## src/design/ira_pkg.sv

```systemverilog
`timescale 1ns / 1ps
// -----------------------------------------------------------------------------
// ira_pkg
// Shared constants, codes and controller/datapath interface types for the
// ID range allocator.
// -----------------------------------------------------------------------------
package ira_pkg;

    localparam int ID_BITS     = 16;
    localparam int RANGE_SLOTS = 16;
    localparam int SLOT_BITS   = (RANGE_SLOTS > 1) ? $clog2(RANGE_SLOTS) : 1;
    localparam int COUNT_BITS  = $clog2(RANGE_SLOTS + 1);
    localparam int SUM_BITS    = COUNT_BITS + 1;

    typedef logic [ID_BITS-1:0]    id_t;
    typedef logic [SLOT_BITS-1:0]  slot_t;
    typedef logic [COUNT_BITS-1:0] count_t;

    typedef enum logic {
        FUNC_ALLOC = 1'b0,
        FUNC_FREE  = 1'b1
    } func_t;

    typedef enum logic [1:0] {
        STS_ALLOCATED   = 2'd0,
        STS_ALLOC_FAIL  = 2'd1,
        STS_FREED       = 2'd2,
        STS_FREE_DROP   = 2'd3
    } status_t;

    typedef enum logic [2:0] {
        S_IDLE,
        S_DECIDE,
        S_ALLOC_CHK,
        S_SCAN_RD,
        S_SCAN_CMP,
        S_APPEND
    } state_t;

    // controller -> datapath
    typedef struct packed {
        logic    load;        // capture request
        logic    idx_clr;
        logic    idx_inc;
        logic    rd_en;       // read slot at head + idx
        logic    fresh_inc;
        logic    fresh_lower;
        logic    pop;         // drop oldest range
        logic    bump;        // oldest range first += 1
        logic    grow_down;   // scanned range first = id
        logic    grow_up;     // scanned range last = id
        logic    append;      // new one-ID range at tail
        logic    resp;        // load output register
        logic    grant_ring;  // granted comes from the oldest range
        status_t resp_status;
    } ira_cmd_t;

    // datapath -> controller
    typedef struct packed {
        func_t func;
        logic  out_free;
        logic  ring_empty;
        logic  ring_full;
        logic  at_limit;
        logic  lower_hit;
        logic  head_single;
        logic  match_down;
        logic  match_up;
        logic  scan_end;
    } ira_stat_t;

    // (base + off) mod RANGE_SLOTS, base < RANGE_SLOTS, off <= RANGE_SLOTS
    function automatic slot_t slot_add(input slot_t base, input count_t off);
        logic [SUM_BITS-1:0] sum;
        sum = SUM_BITS'(base) + SUM_BITS'(off);
        if (sum >= SUM_BITS'(RANGE_SLOTS))
        begin
            sum = sum - SUM_BITS'(RANGE_SLOTS);
        end
        return sum[SLOT_BITS-1:0];
    endfunction

endpackage

```

## src/design/id_range_allocator.sv

```systemverilog
`timescale 1ns / 1ps
// -----------------------------------------------------------------------------
// id_range_allocator
// Allocates and frees numeric IDs from a fresh counter and a ring of free
// ID ranges.
// -----------------------------------------------------------------------------
// One request per transfer on the s_ side, one result per request on the m_
// side, in order. Allocate takes the first ID of the oldest free range (the
// range is dropped once empty); with no ranges it takes the fresh counter
// (reset 1) and fails when the counter equals id_limit. Free lowers the
// counter when the ID sits just below it, else grows the oldest range that
// borders the ID, else appends a one-ID range; with the ring full the free is
// dropped (status 3). Ranges are never merged. Timing: requests are handled
// one at a time by the sequencer, with the range storage read through a
// registered port. An allocate from the ring reads the oldest range before
// it grants; a free that does not lower the counter reads and compares the
// ranges from the oldest one on until one borders the ID or the last one is
// done, and then appends or drops. The result waits in an output register,
// so a new request is taken while the last result is still pending; a
// request only stalls when its result is due and the last one is untaken.
// The user must write id_limit through cfg_we/cfg_wdata only while the
// block is idle; the block itself does not enforce it.
// -----------------------------------------------------------------------------
module id_range_allocator
    import ira_pkg::*;
(
    input  logic               clk,
    input  logic               rst_n,
    // request stream
    input  logic               s_tvalid,
    output logic               s_tready,
    input  logic [ID_BITS-1:0] s_tdata,   // [15:0] free_value
    input  logic [0:0]         s_tuser,   // [0] func (0 allocate, 1 free)
    // result stream
    output logic               m_tvalid,
    input  logic               m_tready,
    output logic [ID_BITS-1:0] m_tdata,   // [15:0] granted
    output logic [1:0]         m_tuser,   // [1:0] status
    // id_limit register
    input  logic               cfg_we,
    input  logic [ID_BITS-1:0] cfg_wdata
);

    ira_cmd_t  cmd;
    ira_stat_t stat;

    // sequencer: one request at a time
    ira_ctrl u_ctrl (
        .clk      (clk),
        .rst_n    (rst_n),
        .s_tvalid (s_tvalid),
        .s_tready (s_tready),
        .stat     (stat),
        .cmd      (cmd)
    );

    // counter, range ring, compares and output register
    ira_dpath u_dpath (
        .clk       (clk),
        .rst_n     (rst_n),
        .s_tdata   (s_tdata),
        .s_tuser   (s_tuser),
        .cfg_we    (cfg_we),
        .cfg_wdata (cfg_wdata),
        .m_tvalid  (m_tvalid),
        .m_tready  (m_tready),
        .m_tdata   (m_tdata),
        .m_tuser   (m_tuser),
        .cmd       (cmd),
        .stat      (stat)
    );

endmodule

```

## src/design/ira_ctrl.sv

```systemverilog
`timescale 1ns / 1ps
// -----------------------------------------------------------------------------
// ira_ctrl
// Sequencer for the ID range allocator: decides each request, walks the range
// ring for frees, and issues datapath commands.
// -----------------------------------------------------------------------------
module ira_ctrl
    import ira_pkg::*;
(
    input  logic      clk,
    input  logic      rst_n,
    input  logic      s_tvalid,
    output logic      s_tready,
    input  ira_stat_t stat,
    output ira_cmd_t  cmd
);

    state_t state_reg;
    state_t state_next;

    always_ff @(posedge clk or negedge rst_n)
    begin
        if (!rst_n)
        begin
            state_reg <= S_IDLE;
        end
        else
        begin
            state_reg <= state_next;
        end
    end

    assign s_tready = (state_reg == S_IDLE);

    always_comb
    begin
        state_next = state_reg;
        cmd        = '0;
        case (state_reg)
            S_IDLE:
            begin
                if (s_tvalid)
                begin
                    cmd.load    = 1'b1;
                    cmd.idx_clr = 1'b1;
                    state_next  = S_DECIDE;
                end
            end
            S_DECIDE:
            begin
                if (stat.func == FUNC_ALLOC)
                begin
                    if (!stat.ring_empty)
                    begin
                        cmd.rd_en  = 1'b1;
                        state_next = S_ALLOC_CHK;
                    end
                    else if (stat.out_free)
                    begin
                        cmd.resp = 1'b1;
                        if (stat.at_limit)
                        begin
                            cmd.resp_status = STS_ALLOC_FAIL;
                        end
                        else
                        begin
                            cmd.resp_status = STS_ALLOCATED;
                            cmd.fresh_inc   = 1'b1;
                        end
                        state_next = S_IDLE;
                    end
                end
                else if (stat.lower_hit)
                begin
                    if (stat.out_free)
                    begin
                        cmd.fresh_lower = 1'b1;
                        cmd.resp        = 1'b1;
                        cmd.resp_status = STS_FREED;
                        state_next      = S_IDLE;
                    end
                end
                else if (stat.ring_empty)
                begin
                    state_next = S_APPEND;
                end
                else
                begin
                    cmd.rd_en  = 1'b1;
                    state_next = S_SCAN_CMP;
                end
            end
            S_ALLOC_CHK:
            begin
                if (stat.out_free)
                begin
                    cmd.resp        = 1'b1;
                    cmd.resp_status = STS_ALLOCATED;
                    cmd.grant_ring  = 1'b1;
                    cmd.pop         = stat.head_single;
                    cmd.bump        = !stat.head_single;
                    state_next      = S_IDLE;
                end
            end
            S_SCAN_RD:
            begin
                cmd.rd_en  = 1'b1;
                state_next = S_SCAN_CMP;
            end
            S_SCAN_CMP:
            begin
                // first == id+1 wins over last == id-1 in the same slot
                if (stat.match_down || stat.match_up)
                begin
                    if (stat.out_free)
                    begin
                        cmd.grow_down   = stat.match_down;
                        cmd.grow_up     = !stat.match_down;
                        cmd.resp        = 1'b1;
                        cmd.resp_status = STS_FREED;
                        state_next      = S_IDLE;
                    end
                end
                else if (stat.scan_end)
                begin
                    state_next = S_APPEND;
                end
                else
                begin
                    cmd.idx_inc = 1'b1;
                    state_next  = S_SCAN_RD;
                end
            end
            S_APPEND:
            begin
                if (stat.out_free)
                begin
                    cmd.resp = 1'b1;
                    if (stat.ring_full)
                    begin
                        cmd.resp_status = STS_FREE_DROP;
                    end
                    else
                    begin
                        cmd.append      = 1'b1;
                        cmd.resp_status = STS_FREED;
                    end
                    state_next = S_IDLE;
                end
            end
            default:
            begin
                state_next = S_IDLE;
            end
        endcase
    end

endmodule

```

## src/design/ira_dpath.sv

```systemverilog
`timescale 1ns / 1ps
// -----------------------------------------------------------------------------
// ira_dpath
// Datapath: request capture, fresh counter, range ring storage and pointers,
// comparators and the output register.
// -----------------------------------------------------------------------------
module ira_dpath
    import ira_pkg::*;
(
    input  logic               clk,
    input  logic               rst_n,
    input  logic [ID_BITS-1:0] s_tdata,
    input  logic [0:0]         s_tuser,
    input  logic               cfg_we,
    input  logic [ID_BITS-1:0] cfg_wdata,
    output logic               m_tvalid,
    input  logic               m_tready,
    output logic [ID_BITS-1:0] m_tdata,
    output logic [1:0]         m_tuser,
    input  ira_cmd_t           cmd,
    output ira_stat_t          stat
);

    func_t   func_reg;
    id_t     id_reg;
    id_t     limit_reg;
    id_t     fresh_reg;
    slot_t   head_reg;
    count_t  count_reg;
    count_t  idx_reg;
    id_t     rd_first_reg;
    id_t     rd_last_reg;
    logic    m_valid_reg;
    status_t m_status_reg;
    id_t     m_granted_reg;

    id_t     first_mem [RANGE_SLOTS];
    id_t     last_mem  [RANGE_SLOTS];

    slot_t   scan_slot;
    slot_t   tail_slot;
    logic    has_above;
    logic    has_below;
    id_t     id_plus;
    id_t     id_minus;
    id_t     grant_val;

    assign scan_slot = slot_add(head_reg, idx_reg);
    assign tail_slot = slot_add(head_reg, count_reg);
    assign has_above = (id_reg != '1);
    assign has_below = (id_reg != '0);
    assign id_plus   = id_reg + ID_BITS'(1);
    assign id_minus  = id_reg - ID_BITS'(1);

    assign stat.func        = func_reg;
    assign stat.out_free    = !m_valid_reg || m_tready;
    assign stat.ring_empty  = (count_reg == '0);
    assign stat.ring_full   = (count_reg == COUNT_BITS'(RANGE_SLOTS));
    assign stat.at_limit    = (fresh_reg == limit_reg);
    assign stat.lower_hit   = has_above && (fresh_reg == id_plus);
    assign stat.head_single = (rd_first_reg >= rd_last_reg);
    assign stat.match_down  = has_above && (rd_first_reg == id_plus);
    assign stat.match_up    = has_below && (rd_last_reg == id_minus);
    assign stat.scan_end    = ((idx_reg + COUNT_BITS'(1)) == count_reg);

    // request, limit and control registers
    always_ff @(posedge clk or negedge rst_n)
    begin
        if (!rst_n)
        begin
            limit_reg <= '1;
            fresh_reg <= ID_BITS'(1);
            head_reg  <= '0;
            count_reg <= '0;
            idx_reg   <= '0;
        end
        else
        begin
            if (cfg_we)
            begin
                limit_reg <= cfg_wdata;
            end
            if (cmd.fresh_inc)
            begin
                fresh_reg <= fresh_reg + ID_BITS'(1);
            end
            else if (cmd.fresh_lower)
            begin
                fresh_reg <= id_reg;
            end
            if (cmd.pop)
            begin
                head_reg  <= slot_add(head_reg, COUNT_BITS'(1));
                count_reg <= count_reg - COUNT_BITS'(1);
            end
            else if (cmd.append)
            begin
                count_reg <= count_reg + COUNT_BITS'(1);
            end
            if (cmd.idx_clr)
            begin
                idx_reg <= '0;
            end
            else if (cmd.idx_inc)
            begin
                idx_reg <= idx_reg + COUNT_BITS'(1);
            end
        end
    end

    always_ff @(posedge clk)
    begin
        if (cmd.load)
        begin
            func_reg <= func_t'(s_tuser[0]);
            id_reg   <= s_tdata;
        end
    end

    // range ring storage, registered read
    always_ff @(posedge clk)
    begin
        if (cmd.rd_en)
        begin
            rd_first_reg <= first_mem[scan_slot];
            rd_last_reg  <= last_mem[scan_slot];
        end
        if (cmd.append)
        begin
            first_mem[tail_slot] <= id_reg;
            last_mem[tail_slot]  <= id_reg;
        end
        else
        begin
            if (cmd.bump)
            begin
                first_mem[scan_slot] <= rd_first_reg + ID_BITS'(1);
            end
            else if (cmd.grow_down)
            begin
                first_mem[scan_slot] <= id_reg;
            end
            if (cmd.grow_up)
            begin
                last_mem[scan_slot] <= id_reg;
            end
        end
    end

    // output register
    always_comb
    begin
        if (cmd.resp_status != STS_ALLOCATED)
        begin
            grant_val = '0;
        end
        else if (cmd.grant_ring)
        begin
            grant_val = rd_first_reg;
        end
        else
        begin
            grant_val = fresh_reg;
        end
    end

    always_ff @(posedge clk or negedge rst_n)
    begin
        if (!rst_n)
        begin
            m_valid_reg <= 1'b0;
        end
        else if (cmd.resp)
        begin
            m_valid_reg <= 1'b1;
        end
        else if (m_tready)
        begin
            m_valid_reg <= 1'b0;
        end
    end

    always_ff @(posedge clk)
    begin
        if (cmd.resp)
        begin
            m_status_reg  <= cmd.resp_status;
            m_granted_reg <= grant_val;
        end
    end

    assign m_tvalid = m_valid_reg;
    assign m_tdata  = m_granted_reg;
    assign m_tuser  = m_status_reg;

    // checks
    a_count_bound: assert property (@(posedge clk) disable iff (!rst_n)
        count_reg <= COUNT_BITS'(RANGE_SLOTS))
        else $error("range count past ring size");

    a_append_room: assert property (@(posedge clk) disable iff (!rst_n)
        cmd.append |-> (count_reg != COUNT_BITS'(RANGE_SLOTS)))
        else $error("append into full ring");

    a_pop_nonempty: assert property (@(posedge clk) disable iff (!rst_n)
        (cmd.pop || cmd.bump) |-> (count_reg != '0))
        else $error("oldest range taken from empty ring");

    a_resp_no_overrun: assert property (@(posedge clk) disable iff (!rst_n)
        cmd.resp |-> (!m_valid_reg || m_tready))
        else $error("result overwrites an untaken result");

    a_scan_in_ring: assert property (@(posedge clk) disable iff (!rst_n)
        (cmd.grow_down || cmd.grow_up) |-> (idx_reg < count_reg))
        else $error("range grown outside the ring");

endmodule

```

## config.mk

```make
export PLATFORM = sky130hd
export DESIGN_NAME = id_range_allocator
export DESIGN_NICKNAME = d
export VERILOG_FILES = /design/src/design/ira_pkg.sv /design/src/design/id_range_allocator.sv /design/src/design/ira_ctrl.sv /design/src/design/ira_dpath.sv
export SDC_FILE = /design/constraint.sdc
export NUM_CORES = 1
export LEC_CHECK = 0
export CAP_MARGIN = 20
export CELL_PAD_IN_SITES_DETAIL_PLACEMENT = 0
export CELL_PAD_IN_SITES_GLOBAL_PLACEMENT = 1
export CORE_MARGIN = 5
export CORE_UTILIZATION = 61
export CTS_BUF_LIST = sky130_fd_sc_hd__clkbuf_8
export DETAILED_ROUTE_END_ITERATION = 6
export DONT_BUFFER_PORTS = 1
export HOLD_SLACK_MARGIN = 0.06
export PLACE_DENSITY = 0.93
export SLEW_MARGIN = 30
export SYNTH_ARGS = -nofsm -noshare
export SYNTH_HDL_FRONTEND = slang
export SYNTH_SLANG_ARGS = --single-unit
```

## constraint.sdc

```tcl
create_clock -name clk -period 13.7 [get_ports clk]
set_input_delay 1.37 -clock clk [delete_from_list [all_inputs] [get_ports clk]]
set_output_delay 1.37 -clock clk [all_outputs]
set_load 0.005 [all_outputs]
```

Yosys cells after proc, flatten, opt, wreduce, memory -nomap -nowiden
Memory sizes are Yosys's and may differ from the RTL's. A register that Yosys moved wholly into a read port is not among the register bits.
Cells that the tools add are included.
{ "classes": {"add_sub_neg": 13, "magnitude_cmp": 4, "n_eq_ne": 13, "n_mux": 81, "n_bitwise": 1, "n_reduce_logical": 19} }
{ "ops": {"columns": ["operator", "count"], "rows": [
  ["16-bit two-way mux", 6],
  ["16-bit equality test", 4],
  ["16-bit by 1-bit adder with 16-bit output (second input constant)", 3],
  ["1-bit two-way mux", 38],
  ["2-bit two-way mux", 16],
  ["16-bit OR reduction", 2],
  ["4-bit two-way mux", 6],
  ["3-bit two-way mux", 7],
  ["5-bit two-way mux", 4],
  ["16-bit >= comparator", 1],
  ["16-bit inequality test (second input constant)", 1],
  ["16-bit nonzero test", 1],
  ["16-bit by 1-bit subtractor with 16-bit output (second input constant)", 1],
  ["3-bit case mux with 5 select lines", 1],
  ["4-bit by 5-bit adder with 6-bit output", 2],
  ["6-bit by 5-bit >= comparator with 1-bit output (second input constant)", 2],
  ["4-bit by 1-bit subtractor with 4-bit output (second input constant)", 3],
  ["5-bit by 1-bit adder with 5-bit output (second input constant)", 2],
  ["2-bit nonzero test", 5],
  ["2-bit case mux with 4 select lines", 1],
  ["3-bit by 2-bit equality test with 1-bit output (second input constant)", 2],
  ["3-bit equality test (second input constant)", 2],
  ["4-bit by 1-bit adder with 5-bit output (second input constant)", 1],
  ["5-bit equality test", 1],
  ["14 further kinds", 19]
]} }
{ "word_totals": {"register_bits": 85, "mem_bits_rw": 512, "inputBits": 38, "wordCells": 144, "mem_count": 2} }
{ "mem_list": {"columns": ["memory", "words", "width", "read_ports", "rd_clocked_by_memory_dff", "wr", "line", "rtl"], "rows": [
  ["u_dpath.first_mem", 16, 16, 1, 1, 1, "ira_dpath.sv:37", "id_t first_mem [RANGE_SLOTS];"],
  ["u_dpath.last_mem", 16, 16, 1, 1, 1, "ira_dpath.sv:38", "id_t last_mem [RANGE_SLOTS];"]
]} }

Logic depth before layout (Yosys ltp)
{ "logic_depth": {"word_depth": 14, "depth_mapped": 17, "depth_no_buf": 15} }

Modules after synthesis
A second synthesis with hierarchy kept.
{ "hier_totals": {"cells_unflattened": 1575, "hier_area_um2": 27303.7} }
{ "by_module_without_submodules": {"columns": ["module", "instances", "cells_per_inst", "area_per_inst_um2"], "rows": [
  ["ira_dpath", 1, 1519, 26913.3],
  ["ira_ctrl", 1, 56, 390.4]
]} }

Least setup slack after synthesis
No wires, ideal clock.
{ "synth_timing": {"path_type": "register -> register", "from": "reg u_dpath.id_reg[0]", "to": "mem u_dpath.first_mem[12][0] in the netlist's numbering, enable pin", "setup_ps": 436, "arrival_ps": 4904, "required_ps": 13264, "slack_ps": 8361, "stages_incl_launch_ff": 12, "synth_period_minus_slack_ps": 5339, "cell_sequence": "edfxtp_1 -> buf_2 -> inv_1 -> ha_1 -> xor2_1 -> a211o_1 -> a311o_1 -> a211o_1 -> or4_4 -> nor4_4 -> nor2_1 -> o41ai_1"} }
{ "synth_via": {"elab_chain_cells": 13, "elab_cells_between_ends": 20} }
{ "synth_rtl": {"columns": ["element", "line", "rtl"], "rows": [
  ["from (decl)", "ira_dpath.sv:25", "id_t id_reg;"],
  ["from (signal assigned)", "ira_dpath.sv:116", "id_reg <= s_tdata;"],
  ["16-bit by 1-bit adder with 16-bit output or 16-bit by 1-bit subtractor with 16-bit output (tied branches)", "ira_dpath.sv:52, ira_dpath.sv:53", null],
  ["16-bit equality test (on tied branches)", "ira_dpath.sv:62, ira_dpath.sv:63", null],
  ["1-bit logical AND (on tied branches)", "ira_dpath.sv:62, ira_dpath.sv:63", null],
  ["2-bit two-way mux or 1-bit logical OR (tied branches)", "ira_ctrl.sv:115, ira_ctrl.sv:113", null],
  ["2-bit two-way mux *", "ira_ctrl.sv:113", "if (stat.match_down || stat.match_up)"],
  ["2-bit two-way mux *", "ira_ctrl.sv:39", "case (state_reg)"],
  ["1-bit two-way mux *", "ira_dpath.sv:139", "else if (cmd.grow_down)"],
  ["1-bit two-way mux *", "ira_dpath.sv:135", "if (cmd.bump)"],
  ["1-bit two-way mux *", "ira_dpath.sv:128", "if (cmd.append)"],
  ["1-bit two-way mux (not written as such) *", "ira_dpath.sv:141", "first_mem[scan_slot] <= id_reg;"],
  ["1-bit bitwise OR (no line) *", null, null],
  ["16-bit OR reduction (no line)", null, null],
  ["4-bit two-way mux (no line) or 1-bit two-way mux (tied branches)", null, null],
  ["to (decl)", "ira_dpath.sv:37", null]
]} }
Mark *: on every way between the ends. The rest lies on a longest branch, timed or not.

Final worst setup path
{ "layout_timing": {"from": "reg u_dpath.id_reg[0]", "to": "mem u_dpath.last_mem[9][0] in the netlist's numbering, enable pin"} }
{ "layout_via": {"elab_chain_cells": 12, "elab_cells_between_ends": 19} }
{ "layout_rtl": {"columns": ["element", "line", "rtl"], "rows": [
  ["16-bit by 1-bit adder with 16-bit output", "ira_dpath.sv:52", "assign id_plus = id_reg + ID_BITS'(1);"],
  ["16-bit equality test", "ira_dpath.sv:62", "assign stat.match_down = has_above && (rd_first_reg == id_plus);"],
  ["1-bit logical AND", "ira_dpath.sv:62", null],
  ["1-bit zero test", "ira_ctrl.sv:118", "cmd.grow_up = !stat.match_down;"],
  ["2-bit two-way mux", "ira_ctrl.sv:115", "if (stat.out_free)"],
  ["2-bit two-way mux *", "ira_ctrl.sv:113", null],
  ["2-bit two-way mux *", "ira_ctrl.sv:39", null],
  ["1-bit two-way mux *", "ira_dpath.sv:143", "if (cmd.grow_up)"],
  ["1-bit two-way mux *", "ira_dpath.sv:128", null],
  ["1-bit two-way mux (not written as such) *", "ira_dpath.sv:145", "last_mem[scan_slot] <= id_reg;"],
  ["16-bit OR reduction (no line)", null, null],
  ["4-bit two-way mux (no line) or 1-bit two-way mux (tied branches)", null, null],
  ["to (decl)", "ira_dpath.sv:38", null]
]} }
Marked as above.

==> results.rst <==
.. list-table::
   :header-rows: 1

   * - Metric
     - Value
   * - Latest clock arrival within the worst-skew pair
     - 0.70 ns
   * - Initial standard-cell utilization of the core
     - between 60% and 70%
   * - Setup TNS Final
     - 0 ns
   * - Pin count of the biggest net entering global routing
     - 97
   * - Clk_skew
     - slightly below 0.04 ns
   * - Number of buffers inserted for hold repair after clock tree synthesis
     - 0
   * - Routed wire length per instance
     - 28.1 microns
   * - Max-cap violation count
     - 0
   * - Via count of the first global-routing pass
     - ~17000
   * - Commonest non-fill, non-tap cell in the layout
     - edfxtp_1
   * - Power per Cell Area
     - roughly 230 mW/mm^2
   * - Share of cells above drive strength 1
     - 21.7%
   * - Area of the mapped netlist
     - ~0.028 sq mm
   * - Number of gates given a new drive strength after cts
     - 0
   * - Sequential fraction of the synthesis area
     - between 60% and 70%
   * - Setup slack after placement
     - between 8 and 9 ns
   * - Worst Setup EP
     - u_dpath.last_mem[9][0]
   * - Final hold violation count
     - 0
   * - Async S/R FF share, synth
     - approximately 7.9%
   * - Drt total wl
     - ~71 mm
   * - Peak fanout along the critical path
     - 27
   * - Standby leakage power
     - between 10 and 15 nW
   * - Critical setup path kind
     - register to register
   * - Count of different cell masters after synthesis
     - 74
   * - Area fraction in compound gates after synthesis
     - under 10%
   * - Antenna cells
     - 0
   * - Boundary Pins
     - 58
   * - First-iteration detailed-routing DRC count
     - 1889
   * - Clock net sink count
     - roughly 630
   * - TritonCTS clock tree
     - built
   * - Clock buffer depth
     - 3
   * - VDD IR-drop max
     - around 0.19 mV
   * - Core area
     - 0.0455 sq mm
   * - Vias
     - roughly 17000
   * - Die area
     - ~0.050 sq mm
   * - Worst Hold Class
     - primary input to asynchronous set/reset pin
   * - Clk root buf
     - clkbuf_8
   * - Shortest clock period the worst path allows after layout
     - ~4.7 ns
   * - Number of setup buffers added after CTS
     - 0
   * - Register-to-register setup slack
     - between 9 and 10 ns
   * - Sort of element at the end of the critical path
     - register
   * - Biggest regs
     - u_dpath.first_mem x256, u_dpath.last_mem x256
   * - Final Wtd Congestion
     - about 1.0
   * - Portion of the clock cycle consumed by the worst path in the final layout
     - between 30% and 40%
   * - ANT nets after route
     - 0
   * - Endpoint of the most critical register-to-register path
     - u_dpath.last_mem[9][0]
   * - Post-route DRC
     - 0
   * - Remaining max-slew budget at the tightest pin
     - a little under a third
   * - Number of buffers created by CTS
     - between 90 and 100
   * - Kind of launch point of the worst setup path
     - register
   * - Count of input and output buffers
     - 0
   * - Syn. warnings
     - 0
   * - Final cell utilization of the core
     - approximately 70%
   * - Fmax achieved
     - roughly 0.21 GHz
   * - Fin Hold WS
     - ~0.38 ns
   * - Number of iterations in the first detailed-routing pass
     - 7
   * - Most frequent cells in the layout
     - edfxtp_1 (579), nand2_1 (143), mux4_2 (128)
   * - Count of final max-slew check failures
     - 0
   * - Number of failing setup endpoints in the final timing report
     - 0
   * - Setup repair after global routing missed its margin
     - false
   * - Startpoint of the most critical setup path
     - u_dpath.id_reg[0]
   * - H-tree Lvls
     - 3
   * - Synth Register Bits
     - about 630
   * - Count of standard-cell rows
     - just under 80
   * - Tot GR Track Use
     - 28.4%
   * - Global-route wire length before repair
     - 108 mm
   * - Status
     - complete, no violations
   * - Pwr Total
     - slightly above 7 mW
   * - Post-synthesis instance total
     - between 1500 and 2000
   * - Mux contribution to synthesized area
     - about an eighth
   * - Floorplan die height
     - between 200 and 250 microns
   * - Adder-cell area share of the yosys netlist
     - under 10%
   * - Vias per inst
     - 6.72
   * - Post-synthesis xor/xnor area fraction
     - 3.67%
   * - Main combinational cell family by area after synthesis
     - multiplexers
   * - Leftover overflow at the end of global routing
     - 0
   * - Synth Net Count
     - 1864
   * - Detail Placement HPWL
     - approximately 46 mm
   * - Floorplan die width
     - 225 microns
   * - Least-Margin Pin Slew
     - a little over 1 ns
   * - Prevailing post-synth register cell
     - edfxtp_1
   * - Slack of the critical path
     - about 9 ns
   * - Number of flops mapped to enable cells by yosys
     - a little under 600
   * - Mean instance size in the synthesized netlist
     - 15.7 sq um
   * - Arrival time of data at the critical path endpoint
     - around 5 ns
   * - Reg-to-reg startpoint
     - u_dpath.id_reg[0]
   * - CTS clock-pin slew for the worst setup and hold paths
     - roughly 0.060 ns
   * - Antenna violations before repair
     - 0
   * - Data required time at the worst endpoint
     - 14.03 ns
   * - Total number of nets in the final design
     - between 1500 and 2000
   * - Cell count of the worst reg-to-reg path
     - 10
   * - Area fraction in and, or, nand and nor cells after synthesis
     - ~8.2%
   * - Layout Area Growth over Synthesis
     - 10.8%
## routing by layer
| metal | GRT usage (%) | part of all wire [%] | vias to the layer above |
|---|---|---|---|
| met5 | 0 | 0 | - |
| met4 | 10.4 | 3.8 | 0 |
| met3 | 6.59 | 10 | 189 |
| met2 | 45.2 | 48 | 1060 |
| met1 | 39.3 | 37 | 8514 |
| li1 | - | - | 7143 |
## worst min-delay path by stage
stage	start	slack (ns)	to
global placement	u_dpath.idx_reg[4]	0.53	u_dpath.idx_reg[4]
floorplan	u_dpath.head_reg[2]	0.49	u_dpath.head_reg[2]
detailed placement	u_dpath.idx_reg[4]	0.54	u_dpath.idx_reg[4]
global route	rst_n	0.34	u_dpath.fresh_reg[15]
CTS	rst_n	0.33	u_dpath.fresh_reg[15]
finish	rst_n	0.38	u_dpath.fresh_reg[15]
## stage by stage
| step | area (sq um) | instances |
|---|---|---|
| after global routing | 31200 | 2514 |
| after CTS | 31100 | 2510 |
| final | 31200 | 2514 |
| after detailed placement | 29200 | 2337 |
| after global placement | 29100 | 2336 |
| after floorplan | 28100 | 1791 |
## cell usage after synthesis, types with 21 or more instances
library cell / instances / area share, %
o21ai_0: 36 / 0.64
a211oi_1: 35 / 0.93
nand2_1: 143 / 1.9
edfxtp_1: 579 / 62
nand3_1: 41 / 0.73
mux2i_1: 27 / 0.96
nor2_1: 59 / 0.79
and2_1: 40 / 0.89
dfrtp_1: 33 / 2.9
xnor2_1: 74 / 2.3
xor2_1: 36 / 1.1
inv_1: 49 / 0.65
ha_1: 32 / 1.4
nor3_1: 21 / 0.37
a31oi_1: 37 / 0.82
nor4_1: 26 / 0.58
mux4_2: 128 / 10
o31ai_1: 24 / 0.64
a21oi_1: 30 / 0.53
clkbuf_1: 80 / 1.1
## report_power, final
part           internal (mW)  switching [mW]  total, mW
registers               2.50           0.220       2.72
logic                   1.20            1.75       2.95
clock network          0.806           0.728       1.53
total                   4.50            2.70       7.20
## worst max-delay path: stages, from the launching register on
cell	delay [ns]
edfxtp_1	0.46
buf_4	0.27
nor2_1	0.50
and3_1	0.25
o2111ai_1	0.10
a2111oi_0	0.84
nand2_1	0.15
nor4b_2	0.58
nand3_2	0.40
o31ai_2	0.36
buf_4	0.38
## final cells by class
| cell class | instances | area (sq um) |
|---|---|---|
| multi-input combinational | 1001 | 9150 |
| fill | 2917 | 14300 |
| tap | 600 | 751 |
| clock buffer | 101 | 1390 |
| clock inverter | 72 | 519 |
| sequential | 629 | 18700 |
| inverter | 50 | 188 |
| timing repair buffer | 61 | 495 |
## kinds of logic after synthesis
logic type,Yosys count
AND/OR/NAND/NOR,438
buffers and inverters,161
adder cells (fa/ha/maj),35
XOR/XNOR,113
multiplexers,174
flip-flops,629
AO/OA/AOI/OAI,241
(Power assumes the default switching activity.)
